### src/rtl/jtco_pkg.sv
`timescale 1ns / 1ps
// ----------------------------------------------------------------------------
// jtco_pkg
// Shared types, register codes and joint tables for the torque conditioning
// observer.
// ----------------------------------------------------------------------------
package jtco_pkg;

	typedef enum logic [2:0] {
		REG_FILTER_ALPHA    = 3'd0,
		REG_OBSERVER_GAIN   = 3'd1,
		REG_OBSERVER_STEP   = 3'd2,
		REG_LIMIT_BUFFER    = 3'd3,
		REG_LIMIT_STIFFNESS = 3'd4
	} jtco_reg_t;

	localparam logic [16:0] ALPHA_ONE = 17'd65536;

	typedef struct packed {
		logic [2:0]         joint_index;
		logic signed [31:0] joint_position;
		logic signed [31:0] joint_velocity;
		logic signed [31:0] command_torque;
		logic signed [31:0] gravity_torque;
		logic signed [31:0] joint_momentum;
		logic signed [31:0] model_torque;
		logic               stop_drive;
	} jtco_in_t;

	typedef struct packed {
		logic signed [31:0] drive_torque;
		logic signed [31:0] external_torque_estimate;
		logic               drive_applied;
	} jtco_out_t;

	// register values as used by the datapath (alpha already clamped to one)
	typedef struct packed {
		logic [16:0] alpha;
		logic [24:0] gain;
		logic [24:0] step;
		logic [19:0] buffer;
		logic [25:0] stiffness;
	} jtco_cfg_t;

	typedef struct packed {
		logic signed [31:0] filtered;
		logic signed [31:0] residual;
		logic signed [31:0] prev_momentum;
		logic signed [31:0] last_applied;
	} jtco_state_t;

	typedef struct packed {
		logic               en;
		logic               la_en;
		logic [2:0]         idx;
		logic signed [31:0] filtered;
		logic signed [31:0] residual;
		logic signed [31:0] prev_momentum;
	} jtco_wb_t;

	function automatic logic [3:0] jtco_damp(input logic [2:0] j);
		logic [3:0] d;
		unique case (j)
			3'd0, 3'd1, 3'd2, 3'd3: d = 4'd10;
			3'd4, 3'd5:             d = 4'd5;
			3'd6:                   d = 4'd2;
			default:                d = 4'd0;
		endcase
		return d;
	endfunction

	function automatic logic jtco_has_lim(input logic [2:0] j);
		return j != 3'd7;
	endfunction

	function automatic logic signed [31:0] jtco_lo(input logic [2:0] j);
		logic signed [31:0] v;
		unique case (j)
			3'd0:    v = -32'sd179811;
			3'd1:    v = -32'sd116897;
			3'd2:    v = -32'sd190100;
			3'd3:    v = -32'sd199367;
			3'd4:    v = -32'sd183927;
			3'd5:    v = 32'sd35684;
			3'd6:    v = -32'sd197650;
			default: v = 32'sd0;
		endcase
		return v;
	endfunction

	function automatic logic signed [31:0] jtco_hi(input logic [2:0] j);
		logic signed [31:0] v;
		unique case (j)
			3'd0:    v = 32'sd179811;
			3'd1:    v = 32'sd116897;
			3'd2:    v = 32'sd190100;
			3'd3:    v = -32'sd9948;
			3'd4:    v = 32'sd183927;
			3'd5:    v = 32'sd296020;
			3'd6:    v = 32'sd197650;
			default: v = 32'sd0;
		endcase
		return v;
	endfunction

	function automatic logic signed [31:0] jtco_sat32(input logic signed [63:0] v);
		logic signed [31:0] s;
		if (v > 64'sd2147483647)
			s = 32'sh7FFFFFFF;
		else if (v < -64'sd2147483648)
			s = 32'sh80000000;
		else
			s = v[31:0];
		return s;
	endfunction

endpackage

### src/rtl/jtco_state.sv
`timescale 1ns / 1ps
// ----------------------------------------------------------------------------
// jtco_state
// Per-joint observer and filter state, cleared at reset.
// ----------------------------------------------------------------------------
module jtco_state #(
	parameter int JOINTS = 7
) (
	input  logic                  clk,
	input  logic                  arst_n,
	input  logic [2:0]            rd_idx,
	output jtco_pkg::jtco_state_t rd,
	input  jtco_pkg::jtco_wb_t    wb
);

	localparam int IW = (JOINTS > 1) ? $clog2(JOINTS) : 1;

	jtco_pkg::jtco_state_t st_q [JOINTS];
	logic [IW-1:0] ri;
	logic [IW-1:0] wi;

	assign ri = IW'(rd_idx);
	assign wi = IW'(wb.idx);
	// out-of-range reads are discarded downstream
	assign rd = st_q[ri];

	always_ff @(posedge clk or negedge arst_n) begin
		if (!arst_n) begin
			for (int i = 0; i < JOINTS; i++)
				st_q[i] <= '0;
		end else if (wb.en) begin
			st_q[wi].filtered      <= wb.filtered;
			st_q[wi].residual      <= wb.residual;
			st_q[wi].prev_momentum <= wb.prev_momentum;
			if (wb.la_en)
				st_q[wi].last_applied <= wb.filtered;
		end
	end

endmodule

### config.mk
export PLATFORM = sky130hd
export DESIGN_NAME = jtco_state
export DESIGN_NICKNAME = d
export VERILOG_FILES = /design/src/rtl/jtco_pkg.sv /design/src/rtl/jtco_state.sv
export SDC_FILE = /design/constraint.sdc
export NUM_CORES = 2
export LEC_CHECK = 0
export BUFFER_PORTS_ARGS = -buffer_cell sky130_fd_sc_hd__clkbuf_2
export CORE_ASPECT_RATIO = 1.2
export CORE_MARGIN = 3
export CORE_UTILIZATION = 50
export CTS_CLUSTER_SIZE = 30
export DETAILED_ROUTE_END_ITERATION = 8
export PLACE_DENSITY = 0.67
export REMOVE_ABC_BUFFERS = 1
export SLEW_MARGIN = 20
export SYNTH_ARGS = -nofsm -noshare
export SYNTH_HDL_FRONTEND = slang
export SYNTH_SLANG_ARGS = --single-unit
### constraint.sdc
create_clock -name clk -period 3.8 [get_ports clk]
set_input_delay 0.57 -clock clk [delete_from_list [all_inputs] [get_ports clk]]
set_output_delay 0.57 -clock clk [all_outputs]
set_load 0.005 [all_outputs]
==> results.json <==
{
  "status": "finished, final reports clean",
  "grt_start_max_net_pins": 113,
  "row_count": 114,
  "critical_path.max_fanout": 38,
  "fin_crit_ns": 3.03,
  "routed_wl_um": 104000,
  "root_buffer": "clkbuf_16",
  "p_int_w": 0.0198,
  "grt_pass1_vias": 27300,
  "slew_headroom": 0.236,
  "tightest_slew_ns": 1.15,
  "nNetsFinal": 3220,
  "hp-class": "primary input to flop",
  "largest_reg_flops": 896,
  "die_h_um": 320,
  "first_iter_violations": 1247,
  "start_kind": "primary input",
  "yosysMostFrequentCell": "dfrtp_1",
  "place_congestion": 0.748,
  "cap_violations": 0,
  "tritoncts": "yes",
  "grt_pass1_wl_um": 161000,
  "synth-edff-count": 0,
  "cp_data_arrival_time_ns": 2.46,
  "synth_warnings": 0,
  "grt_antenna_before_repair": 10,
  "largestRegisters": "st_q x896",
  "cts_made_buffers": 89,
  "ios": 234,
  "final_cell_area_um2": 46600,
  "cts_setup_buffers": 0,
  "end_kind": "output port",
  "cts_resized": 0,
  "p_clk_frac": 0.340,
  "place.detailed.hpwl_um": 61000,
  "netlist_instances": 2955,
  "fin_skew_ns": 0,
  "path_clk_slew_ns": 0.06,
  "vias": 25000,
  "grtUsageTotal": 0.244,
  "drt-pass1-iter-count": 5,
  "worstSetupPathType": "primary input to output port",
  "clk-insertion-delay-late_ns": 0.62,
  "synth_seq_cells": 896,
  "synth_top_area_share": 0.547,
  "io_buffers": 233,
  "ys_async_sr_fraction": 1.00,
  "ys_top_cells_by_area": "dfrtp_1, mux2_2, mux2i_1",
  "via_per_inst": 5.91,
  "power.density_nw_per_um2": 572,
  "swShare": 0.256,
  "rsz0062_at_grt": "no",
  "cts.sinks": 896,
  "ys.flop_type": "dfrtp_1",
  "yosys.area.top_type": "dfrtp_1",
  "dpl_cell_area_um2": 43500,
  "combPwrFrac": 0.180,
  "final_core_util": 0.576,
  "period_share": 0.798,
  "ys_seq_area_frac": 0.547,
  "required_ns": 3.23,
  "die-area_um2": 85500,
  "cts_buffer_depth": 3,
  "die_w_um": 267,
  "max_freq_ghz": 0.330,
  "syn_area_per_cell_um2": 13.9,
  "drc": 0,
  "wl_per_cell_um": 24.6,
  "hold_viol": 0,
  "switching_power_w": 0.00681,
  "whs_ns": 0.262,
  "drive_gt1_frac": 0.459,
  "top_register": "st_q",
  "htree_levels": 3,
  "area.growth.synth_to_final_pct": 13.6,
  "core_area_um2": 80900,
  "ant_nets": 0,
  "setup_viol": 0,
  "pwr-share-seq": 0.480,
  "grt-ovfl-total": 0,
  "slew_viol_final": 0,
  "ys_top_cells_by_count": "dfrtp_1, mux2_2, mux2i_1",
  "p_leak_nw": 21.1,
  "start_util": 0.507,
  "syn_area_um2": 41000,
  "ys_types": 24,
  "vdd_ir_drop_max_v": 0.000388
}
## power groups by stage
stage	clock network (W)	registers (W)	logic (W)
finish	0.00905	0.0128	0.00481
global route	0.00966	0.0130	0.00526
CTS	0.00926	0.0128	0.00488
detailed placement	0	0.0129	0.00486
global placement	0	0.0127	0.00466
floorplan	0	0.0126	0.00332
## path summary, 6_finish.rpt
kind	start	end	slack, ns	cells past startpoint
min in group asynchronous	arst_n	st_q[763]	0.57	2
max reg2reg	st_q[796]	st_q[796]	2.99	1
max in group asynchronous	arst_n	st_q[315]	2.10	3
max	rd_idx[1]	rd[50]	0.77	6
min reg2reg	st_q[786]	st_q[786]	0.49	1
min	wb[32]	st_q[704]	0.26	2
## critical path, stage by stage
cell and delay (ns):
clkbuf_8 0.44, nor2b_4 0.56, buf_4 0.36, a22o_1 0.17, a31oi_1 0.08, clkbuf_2 0.21
## kinds of logic after synthesis
kind of cell           share of synthesized area
multiplexers                               0.343
buffers and inverters                     0.0280
AND/OR/NAND/NOR                           0.0350
AO/OA/AOI/OAI                             0.0469
flip-flops                                 0.547
## metal layers
metal | wire length [um] | vias up | track usage
met5 | 34 | - | 0
met4 | 3270 | 4 | 0.0898
met3 | 3920 | 178 | 0.0332
met2 | 53500 | 489 | 0.432
met1 | 43200 | 13400 | 0.304
li1 | - | 11000 | -
## area by class of cell
| cell class | count | area [um2] |
|---|---|---|
| Antenna cell | 9 | 22.5 |
| Clock buffer | 131 | 2670 |
| Clock inverter | 29 | 363 |
| Fill cell | 6370 | 34300 |
| Inverter | 1 | 3.75 |
| Multi-Input combinational cell | 1814 | 17500 |
| Sequential cell | 896 | 22400 |
| Tap cell | 1044 | 1310 |
| Timing Repair Buffer | 312 | 2270 |
## cell usage in the layout, fill, tap and decap left out, types with 2 or more instances in the layout
master     instances
dfrtp_1          896
mux2_2           820
mux2i_1          384
clkbuf_2         229
nand2_1          130
or2_2            128
a22o_1           128
a31oi_1          128
clkbuf_16         91
buf_4             41
mux2_4            40
buf_12            38
mux2_1            36
clkbuf_8          25
clkinv_2          16
clkbuf_1          16
diode_2            9
bufinv_16          8
nor3_4             7
inv_6              3
nor2b_4            2
nand2b_1           2
or3_2              2
buf_8              2
## timing repair
| action | in CTS | in global routing |
|---|---|---|
| setup endpoints to repair | 0 | 0 |
| hold buffers | 1 | 0 |
| endpoints found under the hold margin | 33 | 0 |
## per-stage QoR
step | setup WS (ns) | TNS [ns] | std cells | power, W
final | 0.769 | 0 | 4236 | 0.0266
after global routing | 0.681 | 0 | 4234 | 0.0279
after CTS | 0.713 | 0 | 4227 | 0.0269
after detailed placement | 0.719 | 0 | 4066 | 0.0178
after global placement | 0.713 | 0 | 4066 | 0.0174
after floorplan | -2.04 | -746.36 | 2711 | 0.0159
No activity file was read; power rests on OpenSTA's default activity.
