**src/rtl/jtco_pkg.sv**
```systemverilog
`timescale 1ns / 1ps
// ----------------------------------------------------------------------------
// jtco_pkg
// Shared types, register codes and joint tables for the torque conditioning
// observer.
// ----------------------------------------------------------------------------
package jtco_pkg;

	typedef enum logic [2:0] {
		REG_FILTER_ALPHA    = 3'd0,
		REG_OBSERVER_GAIN   = 3'd1,
		REG_OBSERVER_STEP   = 3'd2,
		REG_LIMIT_BUFFER    = 3'd3,
		REG_LIMIT_STIFFNESS = 3'd4
	} jtco_reg_t;

	localparam logic [16:0] ALPHA_ONE = 17'd65536;

	typedef struct packed {
		logic [2:0]         joint_index;
		logic signed [31:0] joint_position;
		logic signed [31:0] joint_velocity;
		logic signed [31:0] command_torque;
		logic signed [31:0] gravity_torque;
		logic signed [31:0] joint_momentum;
		logic signed [31:0] model_torque;
		logic               stop_drive;
	} jtco_in_t;

	typedef struct packed {
		logic signed [31:0] drive_torque;
		logic signed [31:0] external_torque_estimate;
		logic               drive_applied;
	} jtco_out_t;

	// register values as used by the datapath (alpha already clamped to one)
	typedef struct packed {
		logic [16:0] alpha;
		logic [24:0] gain;
		logic [24:0] step;
		logic [19:0] buffer;
		logic [25:0] stiffness;
	} jtco_cfg_t;

	typedef struct packed {
		logic signed [31:0] filtered;
		logic signed [31:0] residual;
		logic signed [31:0] prev_momentum;
		logic signed [31:0] last_applied;
	} jtco_state_t;

	typedef struct packed {
		logic               en;
		logic               la_en;
		logic [2:0]         idx;
		logic signed [31:0] filtered;
		logic signed [31:0] residual;
		logic signed [31:0] prev_momentum;
	} jtco_wb_t;

	function automatic logic [3:0] jtco_damp(input logic [2:0] j);
		logic [3:0] d;
		unique case (j)
			3'd0, 3'd1, 3'd2, 3'd3: d = 4'd10;
			3'd4, 3'd5:             d = 4'd5;
			3'd6:                   d = 4'd2;
			default:                d = 4'd0;
		endcase
		return d;
	endfunction

	function automatic logic jtco_has_lim(input logic [2:0] j);
		return j != 3'd7;
	endfunction

	function automatic logic signed [31:0] jtco_lo(input logic [2:0] j);
		logic signed [31:0] v;
		unique case (j)
			3'd0:    v = -32'sd179811;
			3'd1:    v = -32'sd116897;
			3'd2:    v = -32'sd190100;
			3'd3:    v = -32'sd199367;
			3'd4:    v = -32'sd183927;
			3'd5:    v = 32'sd35684;
			3'd6:    v = -32'sd197650;
			default: v = 32'sd0;
		endcase
		return v;
	endfunction

	function automatic logic signed [31:0] jtco_hi(input logic [2:0] j);
		logic signed [31:0] v;
		unique case (j)
			3'd0:    v = 32'sd179811;
			3'd1:    v = 32'sd116897;
			3'd2:    v = 32'sd190100;
			3'd3:    v = -32'sd9948;
			3'd4:    v = 32'sd183927;
			3'd5:    v = 32'sd296020;
			3'd6:    v = 32'sd197650;
			default: v = 32'sd0;
		endcase
		return v;
	endfunction

	function automatic logic signed [31:0] jtco_sat32(input logic signed [63:0] v);
		logic signed [31:0] s;
		if (v > 64'sd2147483647)
			s = 32'sh7FFFFFFF;
		else if (v < -64'sd2147483648)
			s = 32'sh80000000;
		else
			s = v[31:0];
		return s;
	endfunction

endpackage

```
**src/rtl/jtco_cfg.sv**
```systemverilog
`timescale 1ns / 1ps
// ----------------------------------------------------------------------------
// jtco_cfg
// Configuration register file, written one register per transfer.
// ----------------------------------------------------------------------------
module jtco_cfg (
	input  logic              clk,
	input  logic              arst_n,
	input  logic              cfg_valid,
	input  logic [2:0]        cfg_index,
	input  logic [25:0]       cfg_data,
	output jtco_pkg::jtco_cfg_t cfg
);

	logic [16:0] alpha_q;
	logic [24:0] gain_q;
	logic [24:0] step_q;
	logic [19:0] buffer_q;
	logic [25:0] stiff_q;

	always_ff @(posedge clk or negedge arst_n) begin
		if (!arst_n) begin
			alpha_q  <= 17'd25290;
			gain_q   <= 25'd3276800;
			step_q   <= 25'd16777;
			buffer_q <= 20'd9830;
			stiff_q  <= 26'd0;
		end else if (cfg_valid) begin
			unique case (cfg_index)
				jtco_pkg::REG_FILTER_ALPHA:    alpha_q  <= cfg_data[16:0];
				jtco_pkg::REG_OBSERVER_GAIN:   gain_q   <= cfg_data[24:0];
				jtco_pkg::REG_OBSERVER_STEP:   step_q   <= cfg_data[24:0];
				jtco_pkg::REG_LIMIT_BUFFER:    buffer_q <= cfg_data[19:0];
				jtco_pkg::REG_LIMIT_STIFFNESS: stiff_q  <= cfg_data;
				default: ;
			endcase
		end
	end

	// weight above one clamps to one
	assign cfg.alpha     = (alpha_q > jtco_pkg::ALPHA_ONE) ? jtco_pkg::ALPHA_ONE : alpha_q;
	assign cfg.gain      = gain_q;
	assign cfg.step      = step_q;
	assign cfg.buffer    = buffer_q;
	assign cfg.stiffness = stiff_q;

endmodule

```
**config.mk**
```make
export PLATFORM = sky130hd
export DESIGN_NAME = jtco_cfg
export DESIGN_NICKNAME = d
export VERILOG_FILES = /design/src/rtl/jtco_pkg.sv /design/src/rtl/jtco_cfg.sv
export SDC_FILE = /design/constraint.sdc
export NUM_CORES = 1
export LEC_CHECK = 0
export BUFFER_PORTS_ARGS = -buffer_cell sky130_fd_sc_hd__clkbuf_2
export CAP_MARGIN = 20
export CORE_AREA = 10 10 145 147
export DETAILED_ROUTE_END_ITERATION = 16
export DIE_AREA = 0 0 155 157
export SYNTH_ARGS = -nofsm -noshare
export SYNTH_HDL_FRONTEND = slang
export SYNTH_SLANG_ARGS = --single-unit
```
**constraint.sdc**
```tcl
create_clock -name clk -period 1.2 [get_ports clk]
set_input_delay 0.06 -clock clk [delete_from_list [all_inputs] [get_ports clk]]
set_output_delay 0.06 -clock clk [all_outputs]
set_load 0.02 [all_outputs]
```
==> impl_results.md, run 1 <==
* Fmax at 0.5736 GHz
* H-tree depth at 4
* First-pass GRT wire length at 20,410 µm
* I/O pin total at 145
* Post-synthesis cell count at 267
* Area after DPL at 5742 µm²
* Final ANT Viol Nets at 0
* Wirelength per Cell at 17.96 µm
* Type of the worst setup path: register to primary output
* Vias per inst at 4.228
* Power Total at 14.78 mW
* CP Data Arrival Time at 1680 ps
* Cts bufs inserted at 17
* Longest Clk Path Bufs at 2
* Port Buffer Count at 144
* Fin cells at 723
* GR Util All Layers at 0.1090
* Tightest Pin Transition at 339.9 ps
* Worst-path clk slew at 50 ps
* Final Skew at 0 ps
* Static leakage at 3.165 nW
* Failing checks: negative setup slack
* Final hold vios at 0
* Fin crit share at 1.453
* Antenna cells at 0
* Final WS setup at -543.2 ps
* DR iter-0 viols at 60
* Yosys reg bits at 113
* Power Density at 2144 nW/µm²
* Critical path required time at 1140 ps
* Post-synthesis cell area at 4442 µm²
* Drt pass-1 iters at 4
* Remaining Overflow, GRT at 0
* Initial core utilization at 0.2423
* Die H at 157 µm
* RSZ-0062 raised after global routing: yes
* Worst slew margin at 0.7734
* DRC viols at 0
* Fin. max-slew vios at 0
* Sequential fraction of the synthesis area at 0.6428
* Area Growth Syn to Fin at 55.18%
* Post-layout min period at 1743 ps
* Final setup viols at 17
* Flop2flop setup slack at 260 ps
* Core region area at 18,330 µm²
* Clk_lat worst skew at 400 ps
* Final Cell Area at 6893 µm²
* Via count at 3,057
* Total length of routed wires at 12,990 µm
* CTS root buf: clkbuf_16
* Largest net degree at the start of global routing at 36
* # clock sinks at 113
* WHS at 24.53 ps
* Status: finished with violations
* CP Launch Type: register
* Post-DP HPWL at 9401 µm
* Die width at 155 µm
* Layout Nets at 508
* Final Util at 0.3760
* Worst Path Max Fanout at 10
* Initial antenna violation count at 0
* VDD IR max at 0.9996 mV
* Yosys warns at 0
* Vias in the first global route at 3,525
* Post-synth cell types at 19
* Fin Setup TNS at -6134 ps
* Max-Cap Viols at 0
* Setup crit end kind: primary output
* Hold WC Path Type: primary input to register
* Die ar. at 24,340 µm²
* Syn Area/Cell at 16.64 µm²
* Pre-CTS WS at -259.2 ps
* Placed cell count at 662
* Share of cells above drive strength 1 at 0.7321
* Placer Congestion at 0.7017
* Mapped Nets at 299
* CTS tree: done
* Num rows at 50
-- placed cells by master (no fill, tap or decap), types with 9 or more instances in the layout --
master	instances
clkbuf_2	119
buf_8	9
mux2_2	107
dfstp_2	22
dfrtp_1	91
buf_4	26
clkbuf_16	17
buf_12	9
dlygate4sd3_1	26
buf_6	9
-- routing by layer --
layer  vias up  GRT usage  wire (µm)
li1       1380          -          -
met1      1565     0.1268       5488
met2       103     0.1733       6247
met3         9    0.05186       1133
met4         0    0.03509        118
met5         -          0          0
-- critical path, stage by stage, from the launching register on --
cell	delay [ps]
dfrtp_1	390
nor4_2	300
a41oi_2	140
buf_6	170
nor2b_1	120
buf_4	150
-- where the power goes --
| group | internal (mW) | total [mW] | switching [mW] |
|---|---|---|---|
| Combinational | 1.86 | 4.02 | 2.16 |
| Sequential | 4.78 | 5.28 | 0.497 |
| Clock | 3.78 | 5.48 | 1.71 |
| Total | 10.4 | 14.8 | 4.36 |
-- cells by family (layout without fill, tap and decap cells) --
kind of cell / after synthesis / in the layout / synth area share
buffers and inverters: 13 / 235 / 0.02366
muxes: 112 / 112 / 0.2839
DFF: 113 / 113 / 0.6428
AOI/OAI and AO/OA: 2 / 2 / 0.003098
and+or+nand+nor: 27 / 27 / 0.04648
-- repair_timing --
| action | CTS | global route |
|---|---|---|
| setup buffers | 3 | 1 |
| cloned | 0 | 0 |
| resized for setup | 44 | 36 |
| hold endpoints to repair | 200 | 0 |
| setup endpoints to repair | 18 | 24 |
| hold buffers | 26 | 0 |
-- synthesized netlist by cell type --
| cell type | n | area share |
|---|---|---|
| inv_1 | 1 | 0.00084 |
| nor2b_1 | 16 | 0.023 |
| dfrtp_1 | 91 | 0.51 |
| o21ai_0 | 1 | 0.0011 |
| clkbuf_1 | 1 | 0.00084 |
| buf_4 | 2 | 0.0034 |
| and4bb_2 | 1 | 0.0028 |
| buf_2 | 3 | 0.0034 |
| buf_6 | 6 | 0.015 |
| mux2_1 | 1 | 0.0025 |
| nor4b_4 | 1 | 0.0054 |
| nand4b_1 | 1 | 0.0020 |
| nand2_1 | 2 | 0.0017 |
| mux2_2 | 111 | 0.28 |
| nor3_4 | 1 | 0.0037 |
| a41oi_1 | 1 | 0.0020 |
| dfstp_2 | 22 | 0.13 |
| and4bb_1 | 1 | 0.0028 |
| nor4_1 | 4 | 0.0056 |
-- registers in the layout, indices dropped and copies added (netlist names) --
signal and cells:
alpha_q 17, buffer_q 20, step_q 25, stiff_q 26
gain_q 25
-- final cells by class --
type	count	area (µm²)
fill	1764	11440
sequential	113	2855
multi-input combinational	141	1609
timing repair buffer	202	1488
clock buffer	21	460.4
tap	234	292.8
clock inverter	11	183.9
inverter	1	3.754
-- worst paths after layout --
check | from | endpoint | depth (start not counted)
hold / removal | cfg_data[1] | step_q[1] | 2
setup / recovery | alpha_q[10] | cfg[111] | 5
min in group asynchronous | arst_n | buffer_q[8] | 2
max in group asynchronous | arst_n | buffer_q[10] | 3
hold reg to reg | stiff_q[23] | stiff_q[23] | 1
setup reg to reg | alpha_q[8] | alpha_q[8] | 2
Note: power is estimated with default switching activity, not from simulation.
==> run 2: changes to the inputs <==
--- a/config.mk
+++ b/config.mk
@@ -8,6 +8,7 @@
 export BUFFER_PORTS_ARGS = -buffer_cell sky130_fd_sc_hd__clkbuf_2
 export CAP_MARGIN = 20
 export CORE_AREA = 10 10 145 147
+export CTS_CLUSTER_DIAMETER = 50
 export DETAILED_ROUTE_END_ITERATION = 16
 export DIE_AREA = 0 0 155 157
 export SYNTH_ARGS = -nofsm -noshare
==> constraint.sdc (replaced) <==
create_clock -name clk -period 1.2 [get_ports clk]
set_input_delay 0.24 -clock clk [delete_from_list [all_inputs] [get_ports clk]]
set_output_delay 0.24 -clock clk [all_outputs]
set_load 0.02 [all_outputs]
==> impl_results.md, run 2 (synthesized netlist as in run 1, its figures left out) <==
* Wirelength per Cell at 18.76 µm (was 17.96 µm)
* Via count at 3,099 (was 3,057)
* Worst-path cell chain: nor4_2, a41oi_4, buf_6, nor2b_1, buf_4 (was nor4_2, a41oi_2, buf_6, nor2b_1, buf_4)
* Reg2reg start: alpha_q[2] (was alpha_q[8])
* Top reg by flops: stiff_q (unchanged)
* Fmax at 0.4764 GHz (was 0.5736 GHz)
* Vias in the first global route at 3,547 (was 3,525)
* Gr busiest metal: met2 (unchanged)
* Worst-case reg-to-reg path depth at 3 (was 2)
* Tightest Pin Transition at 341.4 ps (was 339.9 ps)
* Hold path depth at 2 (unchanged)
* Largest net degree at the start of global routing at 66 (was 36)
* CTS root buf: clkbuf_16 (unchanged)
* Max FFs per register at 26 (unchanged)
* Flop2flop setup slack at 150 ps (was 260 ps)
* Drt pass-1 iters at 3 (was 4)
* Post-layout min period at 2099 ps (was 1743 ps)
* Critical path required time at 960 ps (was 1140 ps)
* Post-DP HPWL at 9563 µm (was 9401 µm)
* Biggest regs: stiff_q: 26 flops, gain_q: 25 flops, step_q: 25 flops (unchanged)
* Initial antenna violation count at 0 (unchanged)
* Slowest-stage cell, CP: dfstp_2 (was dfrtp_1)
* RSZ-0062 raised after global routing: yes (unchanged)
* Share of cells above drive strength 1 at 0.7925 (was 0.7321)
* Final WS setup at -899.0 ps (was -543.2 ps)
* Core region area at 18,330 µm² (unchanged)
* Remaining Overflow, GRT at 0 (unchanged)
* Final setup viols at 36 (was 17)
* Initial core utilization at 0.2423 (unchanged)
* CP Data Arrival Time at 1860 ps (was 1680 ps)
* Type of the worst setup path: register to primary output (unchanged)
* Worst-path clk slew at 50 ps (about the same)
* Num rows at 50 (unchanged)
* Total length of routed wires at 13,880 µm (was 12,990 µm)
* Cts bufs inserted at 17 (unchanged)
* GR Util met3 at 0.03766 (was 0.05186)
* # clock sinks at 113 (unchanged)
* Filler cells at 1,625 (was 1,764)
* Final Cell Area at 7799 µm² (was 6893 µm²)
* DR iter-0 viols at 80 (was 60)
* Die width at 155 µm (unchanged)
* Layout Nets at 525 (was 508)
* Reg2reg end: alpha_q[2] (was alpha_q[8])
* Hold EP: stiff_q[25] (was step_q[1])
* Area after DPL at 5951 µm² (was 5742 µm²)
* Static leakage at 3.580 nW (was 3.165 nW)
* Hold Startpoint: cfg_data[25] (was cfg_data[1])
* Worst slew margin at 0.7705 (was 0.7734)
* DRC viols at 0 (unchanged)
* Power Density at 2035 nW/µm² (was 2144 nW/µm²)
* Antenna cells at 0 (unchanged)
* Largest stage delay, worst path at 370 ps (was 390 ps)
* Hold WC Path Type: primary input to register (unchanged)
* VDD IR max at 0.9171 mV (was 0.9996 mV)
* First-pass GRT wire length at 20,780 µm (was 20,410 µm)
* WHS at 80.71 ps (was 24.53 ps)
* Max-Cap Viols at 0 (unchanged)
* Die H at 157 µm (unchanged)
* Most frequent cells in the layout: 91 x dfrtp_1, 67 x buf_6, 66 x buf_4 (was 119 x clkbuf_2, 107 x mux2_2, 91 x dfrtp_1)
* Fin crit share at 1.749 (was 1.453)
* CTS tree: done (unchanged)
* GR Util All Layers at 0.1114 (was 0.1090)
* Met2 Track Usage GR at 0.1946 (was 0.1733)
* Clk_lat worst skew at 400 ps (about the same)
* Final ANT Viol Nets at 0 (unchanged)
* GR Layer Usage met1 at 0.1209 (was 0.1268)
* Power Total at 15.87 mW (was 14.78 mW)
* CP delay by family, top: simple AND/OR/NAND/NOR gates (unchanged)
* Final Skew at 0 ps (unchanged)
* Placer Congestion at 0.6809 (was 0.7017)
* Port Buffer Count at 144 (unchanged)
* Worst Path Max Fanout at 6 (was 10)
* Vias per inst at 4.188 (was 4.228)
* Setup crit end kind: primary output (unchanged)
* I/O pin total at 145 (unchanged)
* Failing checks: negative setup slack (unchanged)
* Area Growth Syn to Fin at 75.58% (was 55.18%)
* Longest Clk Path Bufs at 2 (unchanged)
* Status: finished with violations (unchanged)
* Final hold vios at 0 (unchanged)
* H-tree depth at 4 (unchanged)
* Fin. max-slew vios at 0 (unchanged)
* CP Launch Type: register (unchanged)
* Critical path buffers and inverters at 2 (unchanged)
* Most common cell after layout, fill and taps aside: dfrtp_1 (was clkbuf_2)
* Die ar. at 24,340 µm² (unchanged)
* Final Util at 0.4255 (was 0.3760)
run 2: how the worst max path moves through the flow:
stage,startpoint,end,slack [ps],cells after the start
2_1_floorplan,alpha_q[10],cfg[103],-360,3
3_3_place_gp,alpha_q[7],cfg[108],-530,5
3_5_place_dp,alpha_q[10],cfg[109],-520,5
4_1_cts,alpha_q[2],cfg[103],-950,5
5_1_grt,alpha_q[10],cfg[98],-980,5
6_report,alpha_q[13],cfg[98],-900,5
run 2: final cells by class:
| class | instances | area [µm²] | area share |
|---|---|---|---|
| Sequential cell | 113 | 2855 | 0.3661 |
| Timing Repair Buffer | 219 | 2260 | 0.2897 |
| Multi-Input combinational cell | 141 | 1826 | 0.2341 |
| Clock buffer | 23 | 478.0 | 0.06129 |
| Tap cell | 234 | 292.8 | 0.03754 |
| Clock inverter | 9 | 83.83 | 0.01075 |
| Inverter | 1 | 3.754 | 0.0004813 |
run 2: routing by layer:
layer,up-vias,wire (µm)
li1,1401,-
met1,1609,5581
met2,75,7366
met3,14,727
met4,0,208
met5,-,0
run 2: metrics by stage:
stage	setup TNS, ps	instances	worst slack [ps]
2_1_floorplan	-8051	267	-359.9
3_3_place_gp	-28470	663	-529.1
3_5_place_dp	-30190	663	-517.9
4_1_cts	-14150	717	-955.0
5_1_grt	-15270	740	-977.2
6_report	-12080	740	-899.0
run 2: power by group:
part / switching [mW] / internal [mW] / total (mW)
clock: 1.75 / 3.00 / 4.75
sequential: 0.688 / 4.79 / 5.48
combinational: 2.29 / 3.35 / 5.64
run 2: what timing repair did:
action	in CTS	in global routing
buffers inserted	21	27
pin swaps	2	2
hold buffers	1	0
endpoints found under the setup margin	94	113
hold endpoints to repair	91	0
resized for setup	105	236
==> run 3: changes to the inputs <==
--- a/config.mk
+++ b/config.mk
@@ -11,6 +11,7 @@
 export CTS_CLUSTER_DIAMETER = 50
 export DETAILED_ROUTE_END_ITERATION = 16
 export DIE_AREA = 0 0 155 157
+export MAX_ROUTING_LAYER = met4
 export SYNTH_ARGS = -nofsm -noshare
 export SYNTH_HDL_FRONTEND = slang
 export SYNTH_SLANG_ARGS = --single-unit
==> impl_results.md, run 3 (synthesized netlist as in run 1, its figures left out) <==
* Max FFs per register at 26 (unchanged)
* Worst-case reg-to-reg path depth at 3 (unchanged)
* Largest net degree at the start of global routing at 66 (unchanged)
* Tightest Pin Transition at 337.6 ps (was 341.4 ps)
* Fin Setup TNS at -11,900 ps (was -12,080 ps)
* Final WS setup at -879.7 ps (was -899.0 ps)
* GR Util All Layers at 0.1144 (was 0.1114)
* Final ANT Viol Nets at 0 (unchanged)
* Fin cells at 740 (unchanged)
* Worst Path Max Fanout at 6 (unchanged)
* Num rows at 50 (unchanged)
* Max-Cap Viols at 0 (unchanged)
* Power Density at 2036 nW/µm² (was 2035 nW/µm²)
* Area after DPL at 5951 µm² (unchanged)
* Worst slew margin at 0.7731 (was 0.7705)
* Setup crit end kind: primary output (unchanged)
* Remaining Overflow, GRT at 0 (unchanged)
* Final setup viols at 36 (unchanged)
* CTS root buf: clkbuf_16 (unchanged)
* # clock sinks at 113 (unchanged)
* Clk_lat worst skew at 400 ps (about the same)
* Die ar. at 24,340 µm² (unchanged)
* Most frequent cells in the layout: 91 x dfrtp_1, 67 x buf_6, 66 x buf_4 (unchanged)
* H-tree depth at 4 (unchanged)
* Antenna cells at 0 (unchanged)
* Initial antenna violation count at 0 (unchanged)
* Status: finished with violations (unchanged)
* VDD IR max at 0.9147 mV (was 0.9171 mV)
* DRC viols at 0 (unchanged)
* CP Launch Type: register (unchanged)
* Vias per inst at 4.191 (was 4.188)
* Power Total at 15.88 mW (was 15.87 mW)
* Initial core utilization at 0.2423 (unchanged)
* Fin. max-slew vios at 0 (unchanged)
* Wirelength per Cell at 18.75 µm (was 18.76 µm)
* Port Buffer Count at 144 (unchanged)
* DR iter-0 viols at 65 (was 80)
* CP Data Arrival Time at 1840 ps (was 1860 ps)
* Cts bufs inserted at 17 (unchanged)
* Post-layout min period at 2080 ps (was 2099 ps)
* Filler cells at 1,625 (unchanged)
* Critical path required time at 960 ps (about the same)
* Fmax at 0.4808 GHz (was 0.4764 GHz)
* Die width at 155 µm (unchanged)
* Final hold vios at 0 (unchanged)
* Hold WC Path Type: primary input to register (unchanged)
* Layout Nets at 525 (unchanged)
* Area Growth Syn to Fin at 75.58% (unchanged)
* Die H at 157 µm (unchanged)
* Failing checks: negative setup slack (unchanged)
* Drt pass-1 iters at 4 (was 3)
* Placer Congestion at 0.6878 (was 0.6809)
* Biggest regs: stiff_q: 26 flops, gain_q: 25 flops, step_q: 25 flops (unchanged)
* Fin crit share at 1.733 (was 1.749)
* First-pass GRT wire length at 20,750 µm (was 20,780 µm)
* Type of the worst setup path: register to primary output (unchanged)
* Via count at 3,101 (was 3,099)
* RSZ-0062 raised after global routing: yes (unchanged)
* Most common cell after layout, fill and taps aside: dfrtp_1 (unchanged)
* Worst-path clk slew at 50 ps (about the same)
* Share of cells above drive strength 1 at 0.7925 (unchanged)
* Total length of routed wires at 13,870 µm (was 13,880 µm)
* Final Skew at 0 ps (unchanged)
* Hold path depth at 2 (unchanged)
* Static leakage at 3.580 nW (unchanged)
* Final Cell Area at 7799 µm² (unchanged)
* Core region area at 18,330 µm² (unchanged)
* CTS tree: done (unchanged)
* Top reg by flops: stiff_q (unchanged)
* Longest Clk Path Bufs at 2 (unchanged)
* I/O pin total at 145 (unchanged)
* Placed cell count at 663 (unchanged)
* Post-DP HPWL at 9563 µm (unchanged)
* Vias in the first global route at 3,551 (was 3,547)
run 3: cell counts in the layout (fill, tap and decap cells not counted):
Identical to the previous run, type by type.
run 3: worst paths after layout:
kind / end / startpoint / slack [ps]
setup reg to reg: alpha_q[2] / alpha_q[2] / 150
hold reg to reg: buffer_q[12] / buffer_q[12] / 530
max in group asynchronous: gain_q[17] / arst_n / 460
setup / recovery: cfg[98] / alpha_q[13] / -880
hold / removal: stiff_q[25] / cfg_data[25] / 80
min in group asynchronous: gain_q[7] / arst_n / 370
run 3: layout make-up:
type / count / area [µm²] / share of cell area
clock buffers: 23 / 478.0 / 0.06129
clock inverters: 9 / 83.83 / 0.01075
inverters: 1 / 3.754 / 0.0004813
multi-input cells: 141 / 1826 / 0.2341
flip-flops and latches: 113 / 2855 / 0.3661
well taps: 234 / 292.8 / 0.03754
repair buffers: 219 / 2260 / 0.2897
run 3: worst max-delay path, cell delays in order, from the launching register on:
cell	delay (ps)
dfstp_2	370
nor4_2	370
a41oi_4	230
buf_6	190
nor2b_1	130
buf_4	160
run 3: routing by layer:
metal | vias to the layer above | part of all wire | GRT usage
li1 | 1398 | - | -
met1 | 1616 | 0.41 | 0.1242
met2 | 74 | 0.53 | 0.1944
met3 | 13 | 0.043 | 0.03221
met4 | 0 | 0.014 | 0.04588
met5 | - | 0 | -
run 3: what timing repair did:
action,4_1_cts,5_1_grt
pin swaps,2,2
hold endpoints to repair,91,0
gates resized for setup,105,236
setup buffers,21,27
endpoints found under the setup margin,94,113
hold buffers,1,0
run 3: where the power goes:
group	total [mW]	leakage, nW	internal, mW	switching, mW
Combinational	5.64	1.99	3.35	2.29
Clock	4.76	0.265	3.00	1.76
Sequential	5.48	1.32	4.79	0.686
Total	15.9	3.58	11.1	4.74
run 3: stage by stage:
step                      setup slack, ps    util  hold WS [ps]
final                              -879.7  0.4255         79.28
after CTS                          -955.0  0.3887         65.37
after detailed placement           -517.9  0.3246         253.7
after floorplan                    -359.9       -        -55.59
after global placement             -529.1  0.3246         249.8
after global routing               -977.2  0.4255         74.05
